## src/hdl/wdim_pkg.sv

```systemverilog
`timescale 1ns / 1ps

package wdim_pkg;

  localparam int TABLE_ENTRIES = 16;
  localparam int MAX_RESULTS   = 16;

  // Index of a stored entry, a counter that can also hold the table depth,
  // and a counter for bindings found during one lookup.
  localparam int IDX_W = (TABLE_ENTRIES > 1) ? $clog2(TABLE_ENTRIES) : 1;
  localparam int CNT_W = $clog2(TABLE_ENTRIES + 1);
  localparam int FND_W = $clog2(MAX_RESULTS + 1);

  localparam int ENTRY_INDEX_W = 4;

  localparam logic [15:0] ANY16 = 16'hFFFF;
  localparam logic [7:0]  ANY8  = 8'hFF;

  localparam logic       OP_REGISTER = 1'b0;
  localparam logic       OP_LOOKUP   = 1'b1;

  localparam logic [1:0] KIND_STORED = 2'd0;
  localparam logic [1:0] KIND_FULL   = 2'd1;
  localparam logic [1:0] KIND_BIND   = 2'd2;
  localparam logic [1:0] KIND_NONE   = 2'd3;

  typedef struct packed {
    logic [15:0] vendor;
    logic [15:0] device;
    logic [7:0]  cls;
    logic [7:0]  subcls;
    logic [7:0]  progif;
    logic        handler;
  } entry_t;

  typedef struct packed {
    logic       load_item;
    logic       write_entry;
    logic       read_issue;
    logic       scan_step;
    logic       out_load;
    logic [1:0] out_kind;
    logic       out_last;
  } dp_cmd_t;

  typedef struct packed {
    logic full;
    logic hit;
    logic pend_vld;
    logic out_free;
    logic scan_done;
  } dp_status_t;

endpackage

```

## src/hdl/wdim_datapath.sv

```systemverilog
`timescale 1ns / 1ps

module wdim_datapath (
  input  logic                   clk,
  input  logic                   rst,
  input  wdim_pkg::dp_cmd_t      cmd,
  output wdim_pkg::dp_status_t   status,
  input  logic [7:0]             bus_number,
  input  logic [4:0]             slot_number,
  input  logic [2:0]             function_number,
  input  logic [15:0]            vendor_id,
  input  logic [15:0]            device_id,
  input  logic [7:0]             class_byte,
  input  logic [7:0]             subclass_byte,
  input  logic [7:0]             interface_byte,
  input  logic                   has_handler,
  output logic                   out_valid,
  input  logic                   out_stall,
  output logic [1:0]             result_kind,
  output logic [3:0]             entry_index,
  output logic [7:0]             out_bus,
  output logic [4:0]             out_slot,
  output logic [2:0]             out_function,
  output logic [15:0]            out_vendor,
  output logic [15:0]            out_device,
  output logic [7:0]             out_class,
  output logic [7:0]             out_subclass,
  output logic [7:0]             out_interface,
  output logic                   last_result
);

  wdim_pkg::entry_t mem [wdim_pkg::TABLE_ENTRIES];
  wdim_pkg::entry_t rd_data;

  // Captured item.
  logic [7:0]                 item_bus;
  logic [4:0]                 item_slot;
  logic [2:0]                 item_function;
  wdim_pkg::entry_t           item;

  logic [wdim_pkg::CNT_W-1:0] count;
  logic [wdim_pkg::CNT_W-1:0] idx;
  logic [wdim_pkg::FND_W-1:0] found;
  logic [wdim_pkg::IDX_W-1:0] pend_idx;
  logic                       pend_vld;

  logic                       hit;
  logic                       echo;
  logic [wdim_pkg::IDX_W+wdim_pkg::ENTRY_INDEX_W-1:0] pend_wide;
  logic [wdim_pkg::CNT_W+wdim_pkg::ENTRY_INDEX_W-1:0] count_wide;
  logic [wdim_pkg::ENTRY_INDEX_W-1:0] index_sel;

  assign hit = rd_data.handler &&
               (rd_data.cls    == wdim_pkg::ANY8  || rd_data.cls    == item.cls)    &&
               (rd_data.subcls == wdim_pkg::ANY8  || rd_data.subcls == item.subcls) &&
               (rd_data.progif == wdim_pkg::ANY8  || rd_data.progif == item.progif) &&
               (rd_data.vendor == wdim_pkg::ANY16 || rd_data.vendor == item.vendor) &&
               (rd_data.device == wdim_pkg::ANY16 || rd_data.device == item.device);

  assign status.full      = (count == wdim_pkg::CNT_W'(wdim_pkg::TABLE_ENTRIES));
  assign status.hit       = hit;
  assign status.pend_vld  = pend_vld;
  assign status.out_free  = !out_valid || !out_stall;
  assign status.scan_done = (idx >= count) ||
                            (found >= wdim_pkg::FND_W'(wdim_pkg::MAX_RESULTS));

  assign pend_wide  = {{wdim_pkg::ENTRY_INDEX_W{1'b0}}, pend_idx};
  assign count_wide = {{wdim_pkg::ENTRY_INDEX_W{1'b0}}, count};

  always_comb begin
    echo = cmd.out_kind inside {wdim_pkg::KIND_BIND, wdim_pkg::KIND_NONE};
    case (cmd.out_kind)
      wdim_pkg::KIND_STORED: index_sel = count_wide[wdim_pkg::ENTRY_INDEX_W-1:0];
      wdim_pkg::KIND_BIND:   index_sel = pend_wide[wdim_pkg::ENTRY_INDEX_W-1:0];
      default:               index_sel = '0;
    endcase
  end

  // Table memory: one write port, one registered read port.
  always_ff @(posedge clk) begin
    if (cmd.write_entry) begin
      mem[count[wdim_pkg::IDX_W-1:0]] <= item;
    end
    if (cmd.read_issue) begin
      rd_data <= mem[idx[wdim_pkg::IDX_W-1:0]];
    end
  end

  always_ff @(posedge clk) begin
    if (cmd.load_item) begin
      item_bus       <= bus_number;
      item_slot      <= slot_number;
      item_function  <= function_number;
      item.vendor    <= vendor_id;
      item.device    <= device_id;
      item.cls       <= class_byte;
      item.subcls    <= subclass_byte;
      item.progif    <= interface_byte;
      item.handler   <= has_handler;
    end
    if (cmd.scan_step && hit) begin
      pend_idx <= idx[wdim_pkg::IDX_W-1:0];
    end
    if (cmd.out_load) begin
      result_kind   <= cmd.out_kind;
      entry_index   <= index_sel;
      out_bus       <= echo ? item_bus      : '0;
      out_slot      <= echo ? item_slot     : '0;
      out_function  <= echo ? item_function : '0;
      out_vendor    <= echo ? item.vendor   : '0;
      out_device    <= echo ? item.device   : '0;
      out_class     <= echo ? item.cls      : '0;
      out_subclass  <= echo ? item.subcls   : '0;
      out_interface <= echo ? item.progif   : '0;
      last_result   <= cmd.out_last;
    end
  end

  always_ff @(posedge clk) begin
    if (rst) begin
      count     <= '0;
      idx       <= '0;
      found     <= '0;
      pend_vld  <= 1'b0;
      out_valid <= 1'b0;
    end else begin
      if (cmd.write_entry) begin
        count <= count + 1'b1;
      end
      if (cmd.load_item) begin
        idx      <= '0;
        found    <= '0;
        pend_vld <= 1'b0;
      end else if (cmd.scan_step) begin
        idx <= idx + 1'b1;
        if (hit) begin
          found    <= found + 1'b1;
          pend_vld <= 1'b1;
        end
      end
      if (cmd.out_load) begin
        out_valid <= 1'b1;
      end else if (!out_stall) begin
        out_valid <= 1'b0;
      end
    end
  end

endmodule

```

## src/hdl/wdim_ctrl.sv

```systemverilog
`timescale 1ns / 1ps

module wdim_ctrl (
  input  logic                  clk,
  input  logic                  rst,
  input  logic                  in_valid,
  input  logic                  opcode,
  output logic                  in_stall,
  input  wdim_pkg::dp_status_t  status,
  output wdim_pkg::dp_cmd_t     cmd
);

  localparam logic [2:0] ST_IDLE    = 3'd0;
  localparam logic [2:0] ST_REG     = 3'd1;
  localparam logic [2:0] ST_SCAN_RD = 3'd2;
  localparam logic [2:0] ST_CHECK   = 3'd3;
  localparam logic [2:0] ST_FINAL   = 3'd4;

  logic [2:0] state;
  logic [2:0] state_next;

  assign in_stall = (state != ST_IDLE);

  always_comb begin
    state_next = state;
    cmd        = '0;
    case (state)
      ST_IDLE: begin
        if (in_valid) begin
          cmd.load_item = 1'b1;
          state_next    = (opcode == wdim_pkg::OP_LOOKUP) ? ST_SCAN_RD : ST_REG;
        end
      end
      ST_REG: begin
        if (status.out_free) begin
          cmd.out_load    = 1'b1;
          cmd.out_last    = 1'b1;
          cmd.out_kind    = status.full ? wdim_pkg::KIND_FULL : wdim_pkg::KIND_STORED;
          cmd.write_entry = !status.full;
          state_next      = ST_IDLE;
        end
      end
      ST_SCAN_RD: begin
        if (status.scan_done) begin
          state_next = ST_FINAL;
        end else begin
          cmd.read_issue = 1'b1;
          state_next     = ST_CHECK;
        end
      end
      ST_CHECK: begin
        // A new hit pushes the held binding out; it is not last because
        // another binding follows it.
        if (!(status.hit && status.pend_vld && !status.out_free)) begin
          cmd.scan_step = 1'b1;
          if (status.hit && status.pend_vld) begin
            cmd.out_load = 1'b1;
            cmd.out_kind = wdim_pkg::KIND_BIND;
          end
          state_next = ST_SCAN_RD;
        end
      end
      ST_FINAL: begin
        if (status.out_free) begin
          cmd.out_load = 1'b1;
          cmd.out_last = 1'b1;
          cmd.out_kind = status.pend_vld ? wdim_pkg::KIND_BIND : wdim_pkg::KIND_NONE;
          state_next   = ST_IDLE;
        end
      end
      default: begin
        state_next = ST_IDLE;
      end
    endcase
  end

  always_ff @(posedge clk) begin
    if (rst) begin
      state <= ST_IDLE;
    end else begin
      state <= state_next;
    end
  end

endmodule

```

## src/hdl/wildcard_device_id_match_table_unit.sv

```systemverilog
`timescale 1ns / 1ps

// Wildcard device-identity match table, up to 16 driver entries.
// Input channel (in_valid / in_stall) carries one item: a register item
// (opcode 0) appends an entry, a lookup item (opcode 1) matches a
// discovered function against every stored entry. All-ones identity
// fields in an entry match anything.
// Output channel (out_valid / out_stall) carries results. A register item
// gives one stored or table-full result. A lookup gives one binding per
// matching entry with a handler, in table order, or one no-binding result;
// last_result marks the final result of each item.
// Timing: a register item's result is loaded in the ST_REG state after
// acceptance. A lookup visits a read and a check state per stored entry,
// then a final state that loads its last result, as the table sits in one
// memory with a single registered read port; output stalls add to both.
// One item is handled at a time; in_stall is high from acceptance until
// the item's last result is loaded into the output register, so the next
// item may enter while that result still waits. A stalled output holds its
// result and pauses the scan when a further binding is found.
// Reset empties the table (entry count to zero) and clears both channels.
module wildcard_device_id_match_table_unit (
  input  logic        clk,
  input  logic        rst,
  input  logic        in_valid,
  output logic        in_stall,
  input  logic        opcode,
  input  logic [7:0]  bus_number,
  input  logic [4:0]  slot_number,
  input  logic [2:0]  function_number,
  input  logic [15:0] vendor_id,
  input  logic [15:0] device_id,
  input  logic [7:0]  class_byte,
  input  logic [7:0]  subclass_byte,
  input  logic [7:0]  interface_byte,
  input  logic        has_handler,
  output logic        out_valid,
  input  logic        out_stall,
  output logic [1:0]  result_kind,
  output logic [3:0]  entry_index,
  output logic [7:0]  out_bus,
  output logic [4:0]  out_slot,
  output logic [2:0]  out_function,
  output logic [15:0] out_vendor,
  output logic [15:0] out_device,
  output logic [7:0]  out_class,
  output logic [7:0]  out_subclass,
  output logic [7:0]  out_interface,
  output logic        last_result
);

  wdim_pkg::dp_cmd_t    cmd;
  wdim_pkg::dp_status_t status;

  wdim_ctrl u_ctrl (
    .clk      (clk),
    .rst      (rst),
    .in_valid (in_valid),
    .opcode   (opcode),
    .in_stall (in_stall),
    .status   (status),
    .cmd      (cmd)
  );

  wdim_datapath u_datapath (
    .clk             (clk),
    .rst             (rst),
    .cmd             (cmd),
    .status          (status),
    .bus_number      (bus_number),
    .slot_number     (slot_number),
    .function_number (function_number),
    .vendor_id       (vendor_id),
    .device_id       (device_id),
    .class_byte      (class_byte),
    .subclass_byte   (subclass_byte),
    .interface_byte  (interface_byte),
    .has_handler     (has_handler),
    .out_valid       (out_valid),
    .out_stall       (out_stall),
    .result_kind     (result_kind),
    .entry_index     (entry_index),
    .out_bus         (out_bus),
    .out_slot        (out_slot),
    .out_function    (out_function),
    .out_vendor      (out_vendor),
    .out_device      (out_device),
    .out_class       (out_class),
    .out_subclass    (out_subclass),
    .out_interface   (out_interface),
    .last_result     (last_result)
  );

endmodule

```

## config.mk

```make
export PLATFORM = sky130hd
export DESIGN_NAME = wildcard_device_id_match_table_unit
export DESIGN_NICKNAME = d
export VERILOG_FILES = /design/src/hdl/wdim_pkg.sv /design/src/hdl/wdim_datapath.sv /design/src/hdl/wdim_ctrl.sv /design/src/hdl/wildcard_device_id_match_table_unit.sv
export SDC_FILE = /design/constraint.sdc
export NUM_CORES = 1
export LEC_CHECK = 0
export BUFFER_PORTS_ARGS = -buffer_cell sky130_fd_sc_hd__buf_2
export CORE_ASPECT_RATIO = 0.8
export CORE_MARGIN = 4
export CORE_UTILIZATION = 40
export CTS_CLUSTER_DIAMETER = 200
export DETAILED_ROUTE_END_ITERATION = 8
export HOLD_SLACK_MARGIN = 0.1
export PLACE_DENSITY = 0.67
export SLEW_MARGIN = 20
export SYNTH_ARGS = -nofsm -noshare
export SYNTH_HDL_FRONTEND = slang
export SYNTH_SLANG_ARGS = --single-unit
```

## constraint.sdc

```tcl
create_clock -name clk -period 11.59 [get_ports clk]
set_input_delay 0.5795 -clock clk [delete_from_list [all_inputs] [get_ports clk]]
set_output_delay 0.5795 -clock clk [all_outputs]
set_load 0.005 [all_outputs]
```

======== Word level (Yosys, flattened, before mapping) ========
Memories as Yosys holds them, arrays and structs flattened. A register that Yosys moved wholly into a read port is not among the register bits.
Cells that the tools add are included.
cells by class
  add/sub/neg operators ................... 3
  equal/unequal tests ..................... 21
  $lt $le $gt $ge ......................... 2
  mux-type cells .......................... 26
  reductions and logical operators ........ 27
operator list
  operator                                                               number
  16-bit equality test                                                   2
  16-bit equality test, second input constant                            2
  8-bit equality test                                                    3
  8-bit equality test, second input constant                             3
  5-bit by 1-bit adder with 5-bit output, second input constant          3
  3-bit two-way mux                                                      5
  1-bit two-way mux                                                      13
  4-bit two-way mux                                                      3
  3-bit one-hot mux with 4 select lines                                  1
  3-bit one-hot mux with 3 select lines                                  1
  1-bit logical AND                                                      8
  4-bit one-hot mux with 2 select lines                                  1
  1-bit logical OR                                                       7
  3-bit by 2-bit equality test with 1-bit output, second input constant  2
  5-bit equality test, second input constant                             1
  5-bit greater-or-equal comparator                                      1
  5-bit greater-or-equal comparator, second input constant               1
  2-bit equality test, second input constant                             2
  1-bit logical NOT                                                      4
  2-bit by 1-bit != test with 1-bit output, second input constant        2
  2-bit != test, second input constant                                   2
  2-bit OR reduction                                                     2
  3-bit by 1-bit equality test with 1-bit output, second input constant  1
  3-bit equality test, second input constant                             1
  other kinds (8)                                                        8
word-level totals
  input bits .............................. 78
  logic and storage cells ................. 107
  memories ................................ 1
  output and inout port bits .............. 81
  register bits after elaboration ......... 176
  RAM bits ................................ 912
memories
  name            depth  width  read ports  clocked after memory_dff  wr ports  RTL line             RTL
  u_datapath.mem  16     57     1           1                         1         wdim_datapath.sv:32  wdim_pkg::entry_t mem [wdim_pkg::TABLE_ENTRIES];

======== Depth between registers and ports, before layout ========
  depth after elaboration ................. 13
  mapped depth ............................ 12
  depth with buffers taken out ............ 9

======== Cells and area by module ========
Synthesis repeated with hierarchy kept, for this count alone.
second synthesis, totals
  cells, all modules ...................... 1824
  area total of the unflattened synthesis .. 43071.3 µm²
modules (own cells, without submodules)
  module         area an instance (µm²)  seq. area each (µm²)  times used  cells an instance
  wdim_datapath  42776.0                 34122.7               1           1784
  wdim_ctrl      295.3                   60.1                  1           40

======== Least setup slack after synthesis ========
No wires, ideal clock.
  path type ............................... input -> register
  start ................................... input port out_stall
  end ..................................... memory u_datapath.mem[0][0] in the netlist's numbering (enable)
  arrival ................................. 6.914 ns
  required time ........................... 10.977 ns
  stages on the path ...................... 5
  buffers on the path ..................... 1
  library setup time ...................... 0.613 ns
  path slack .............................. 4.063 ns
  cell sequence ........................... and2_1 clkbuf_1 nor3_1 nand2_1 nor4_1
between the ends
  word-level cells in the longest chain between the ends .. 6
ends and longest elaborated chain
  what                                     RTL line                                   RTL
  start: declaration                       wildcard_device_id_match_table_unit.sv:37  input logic out_stall,
  1-bit logical NOT                        wdim_datapath.sv:63                        assign status.out_free = !out_valid || !out_stall;
  1-bit logical OR                         wdim_datapath.sv:63
  1-bit two-way mux                        wdim_ctrl.sv:35                            if (status.out_free) begin
  1-bit two-way mux                        wdim_ctrl.sv:27                            case (state)
  1-bit two-way mux                        wdim_datapath.sv:81                        if (cmd.write_entry) begin
  1-bit two-way mux (not written as such)  wdim_datapath.sv:82                        mem[count[wdim_pkg::IDX_W-1:0]] <= item;
  end: declaration                         wdim_datapath.sv:32
Every way passes these cells.

==> out/results.ini <==
[synth]
netlist_instances=1826
synth_top_area_cell=edfxtp_1
avgSynthCellArea_um2=23.6
synth.area.mux_share_pct=15.0
synthesis.nets=1915
synthAdderAreaFrac_pct=0.320
async_reset_ff_share_pct=0
synth_seq_cells=1145
ys_warn_count=0
synth_compound_area_share_pct=0.642
synth_top_family_by_area=multiplexers
ys.flop_type=edfxtp_1
synthTopCellsByCount=1125 x edfxtp_1, 285 x mux4_2, 79 x and2_1, 60 x clkbuf_1, 53 x xnor2_1
synth_area_leaders=edfxtp_1 78%, mux4_2 15%, and2_1 1.1%
yosysSeqAreaShare_pct=79.4
netlist_area_um2=43100
yosys.area_share.simple_pct=2.60
synth_edf_count=1125
yosys.area.top_type_share_pct=78.4
synth_most_common_cell=edfxtp_1
synthXorXnorAreaFrac_pct=1.28
yosys.cell_types.count=48

[timing]
tns_ns=0
worstMarginPinSlew_ns=1.08
skew_ns=0.0315
finalSetupViolCount=0
fin_crit_sh_pct=39.2
max_freq_mhz=220
drv_slew=0
hold_viol=0
period_needed_ns=4.54
maxSlewHeadroom_pct=28.2
rsz0062_at_grt=no

[die]
rows=107
pin_count=159
die-area_um2=113000
die_h_um=301
start_util_pct=40.4
core_area_um2=107000
dieWidth_um=375

[critical_path]
critical_path_class=register to register
start_kind=register
cp_max_fo=46
crit_arrival_ns=4.83
crit_required_ns=11.89
crit_path_end_kind=register

[clocking]
cts_num_sinks=1145
cts_buffers=110
clk_latency_ns=0.67
post_cts_buffers=0
cts.repair.resized=0
root_buffer=clkbuf_16
holdBufCountCts=62
clock_path_buffers=3
cts_max_level=3
clk_pin_slew_ns=0.06
cts_tree=built

[finish]
drive_above_1_share_pct=30.1
fin_nets=2210
fin_util_pct=46.8
synthToLayoutAreaGrowth_pct=15.9

[power]
power_density_nw_per_um2=167
leakage_nw=15.4
ir_drop_mv=0.134

[route]
postRouteAntennaNets=0
viasPerCell=5.49
num_vias=19900
drc_errors=0
wirelength_um=96800
wl_per_cell_um=26.7
drt_iter0_markers=2211
first_pass_iters=5

[grt]
overflow=0
grt_max_degree=71
grt_pass1_vias=20800
track_usage_pct=17.2
grt_pass1_wl_um=142000
antenna_found_initial=6

[worst_hold_path]
hp-class=input pin to register

[place]
hpwl_um=50600
gp_congestion=0.776
io_buffers=158

[outcome]
status=complete, no violations

[job]
maxCapViolations=0

==> critical path, cell delays in order (launching register included) <==
cell and delay, ns:
edfxtp_1 0.62, xnor2_1 0.32, nand4_1 0.21, nor4_2 0.50
o22ai_2 0.27, o41ai_1 0.53, a21oi_1 0.20, nor2_4 0.56
buf_16 0.24, buf_4 0.63
==> cell families after synthesis <==
logic type,count (synthesis)
flops,1145
fa+ha+maj,11
compound gates,39
mux,287
simple gates,187
buf+inv,94
xor+xnor,63
==> metal layers <==
layer	GRT usage, %	up-vias	part of all wire (%)
li1	-	8304	-
met1	24.5	10600	42
met2	27.1	827	47
met3	3.65	158	8.2
met4	4.46	0	2.3
met5	0	-	0
==> state kept, by name (all words and copies together) (netlist names), 4 cells and up <==
| register | cells |
|---|---|
| u_datapath.count | 5 |
| u_datapath.entry_index | 4 |
| u_datapath.found | 5 |
| u_datapath.idx | 5 |
| u_datapath.item | 57 |
| u_datapath.item_bus | 8 |
| u_datapath.item_slot | 5 |
| u_datapath.mem | 912 |
| u_datapath.out_bus | 8 |
| u_datapath.out_class | 8 |
| u_datapath.out_device | 16 |
| u_datapath.out_interface | 8 |
| u_datapath.out_slot | 5 |
| u_datapath.out_subclass | 8 |
| u_datapath.out_vendor | 16 |
| u_datapath.pend_idx | 4 |
| u_datapath.rd_data | 57 |
==> per-stage QoR <==
step | setup WS [ns] | hold WS, ns | std cells | total power (W) | cell area, µm²
floorplan | 4.06 | 0.435 | 1826 | 0.00483 | 43100
global placement | 6.91 | 0.478 | 3362 | 0.00492 | 45800
detailed placement | 6.80 | 0.497 | 3362 | 0.00493 | 45800
CTS | 6.77 | 0.111 | 3620 | 0.00839 | 49800
global route | 6.75 | 0.105 | 3622 | 0.00859 | 49900
finish | 7.05 | 0.146 | 3626 | 0.00831 | 49900
==> cell usage in the layout, fill, tap and decap left out, types with 4 or more instances in the layout <==
cell	instances
or3_1	4
dfxtp_4	4
or4_1	4
nor2_4	7
nand2b_1	5
nand2_1	12
a21oi_1	7
nor3_2	4
dlygate4sd3_1	62
inv_1	12
clkinv_1	15
dfxtp_1	16
edfxtp_1	1125
nand4_1	28
mux4_2	285
buf_4	41
o211ai_1	4
clkbuf_16	114
buf_2	158
clkbuf_1	37
diode_2	4
clkinv_2	15
nor4_2	7
a32o_1	4
ha_1	11
bufinv_16	9
and2_4	4
nor2_1	14
and2_1	75
xor2_1	10
xnor2_1	53
nand3_1	9
inv_6	4
==> where the power goes <==
| part | internal [W] | total, W | switching (W) | leakage [nW] |
|---|---|---|---|---|
| Clock | 0.00200 | 0.00346 | 0.00146 | 1.68 |
| Sequential | 0.00462 | 0.00470 | 0.0000787 | 10.4 |
| Combinational | 0.0000698 | 0.000157 | 0.0000869 | 3.30 |
| Total | 0.00669 | 0.00831 | 0.00163 | 15.4 |
==> final timing paths <==
check                              startpoint                          endpoint  slack [ns]  depth (start not counted)
max             u_datapath.item[31]$_DFFE_PP_  u_datapath.last_result$_DFFE_PP_        7.05                          9
min                             device_id[13]     u_datapath.item[38]$_DFFE_PP_        0.15                          1
max reg2reg     u_datapath.item[31]$_DFFE_PP_  u_datapath.last_result$_DFFE_PP_        7.05                          9
min reg2reg  u_datapath.found[4]$_SDFFE_PP0P_  u_datapath.found[4]$_SDFFE_PP0P_        0.51                          2
==> final cells by class <==
cell class / instances / area [µm²]
diodes: 4 / 10.0
clock buffers: 151 / 2990
clock inverters: 45 / 460
fillers: 8610 / 56800
inverters: 13 / 48.8
multi-input cells: 587 / 8640
flip-flops and latches: 1145 / 34200
well taps: 1417 / 1770
repair buffers: 264 / 1790
(Power assumes the default switching activity.)
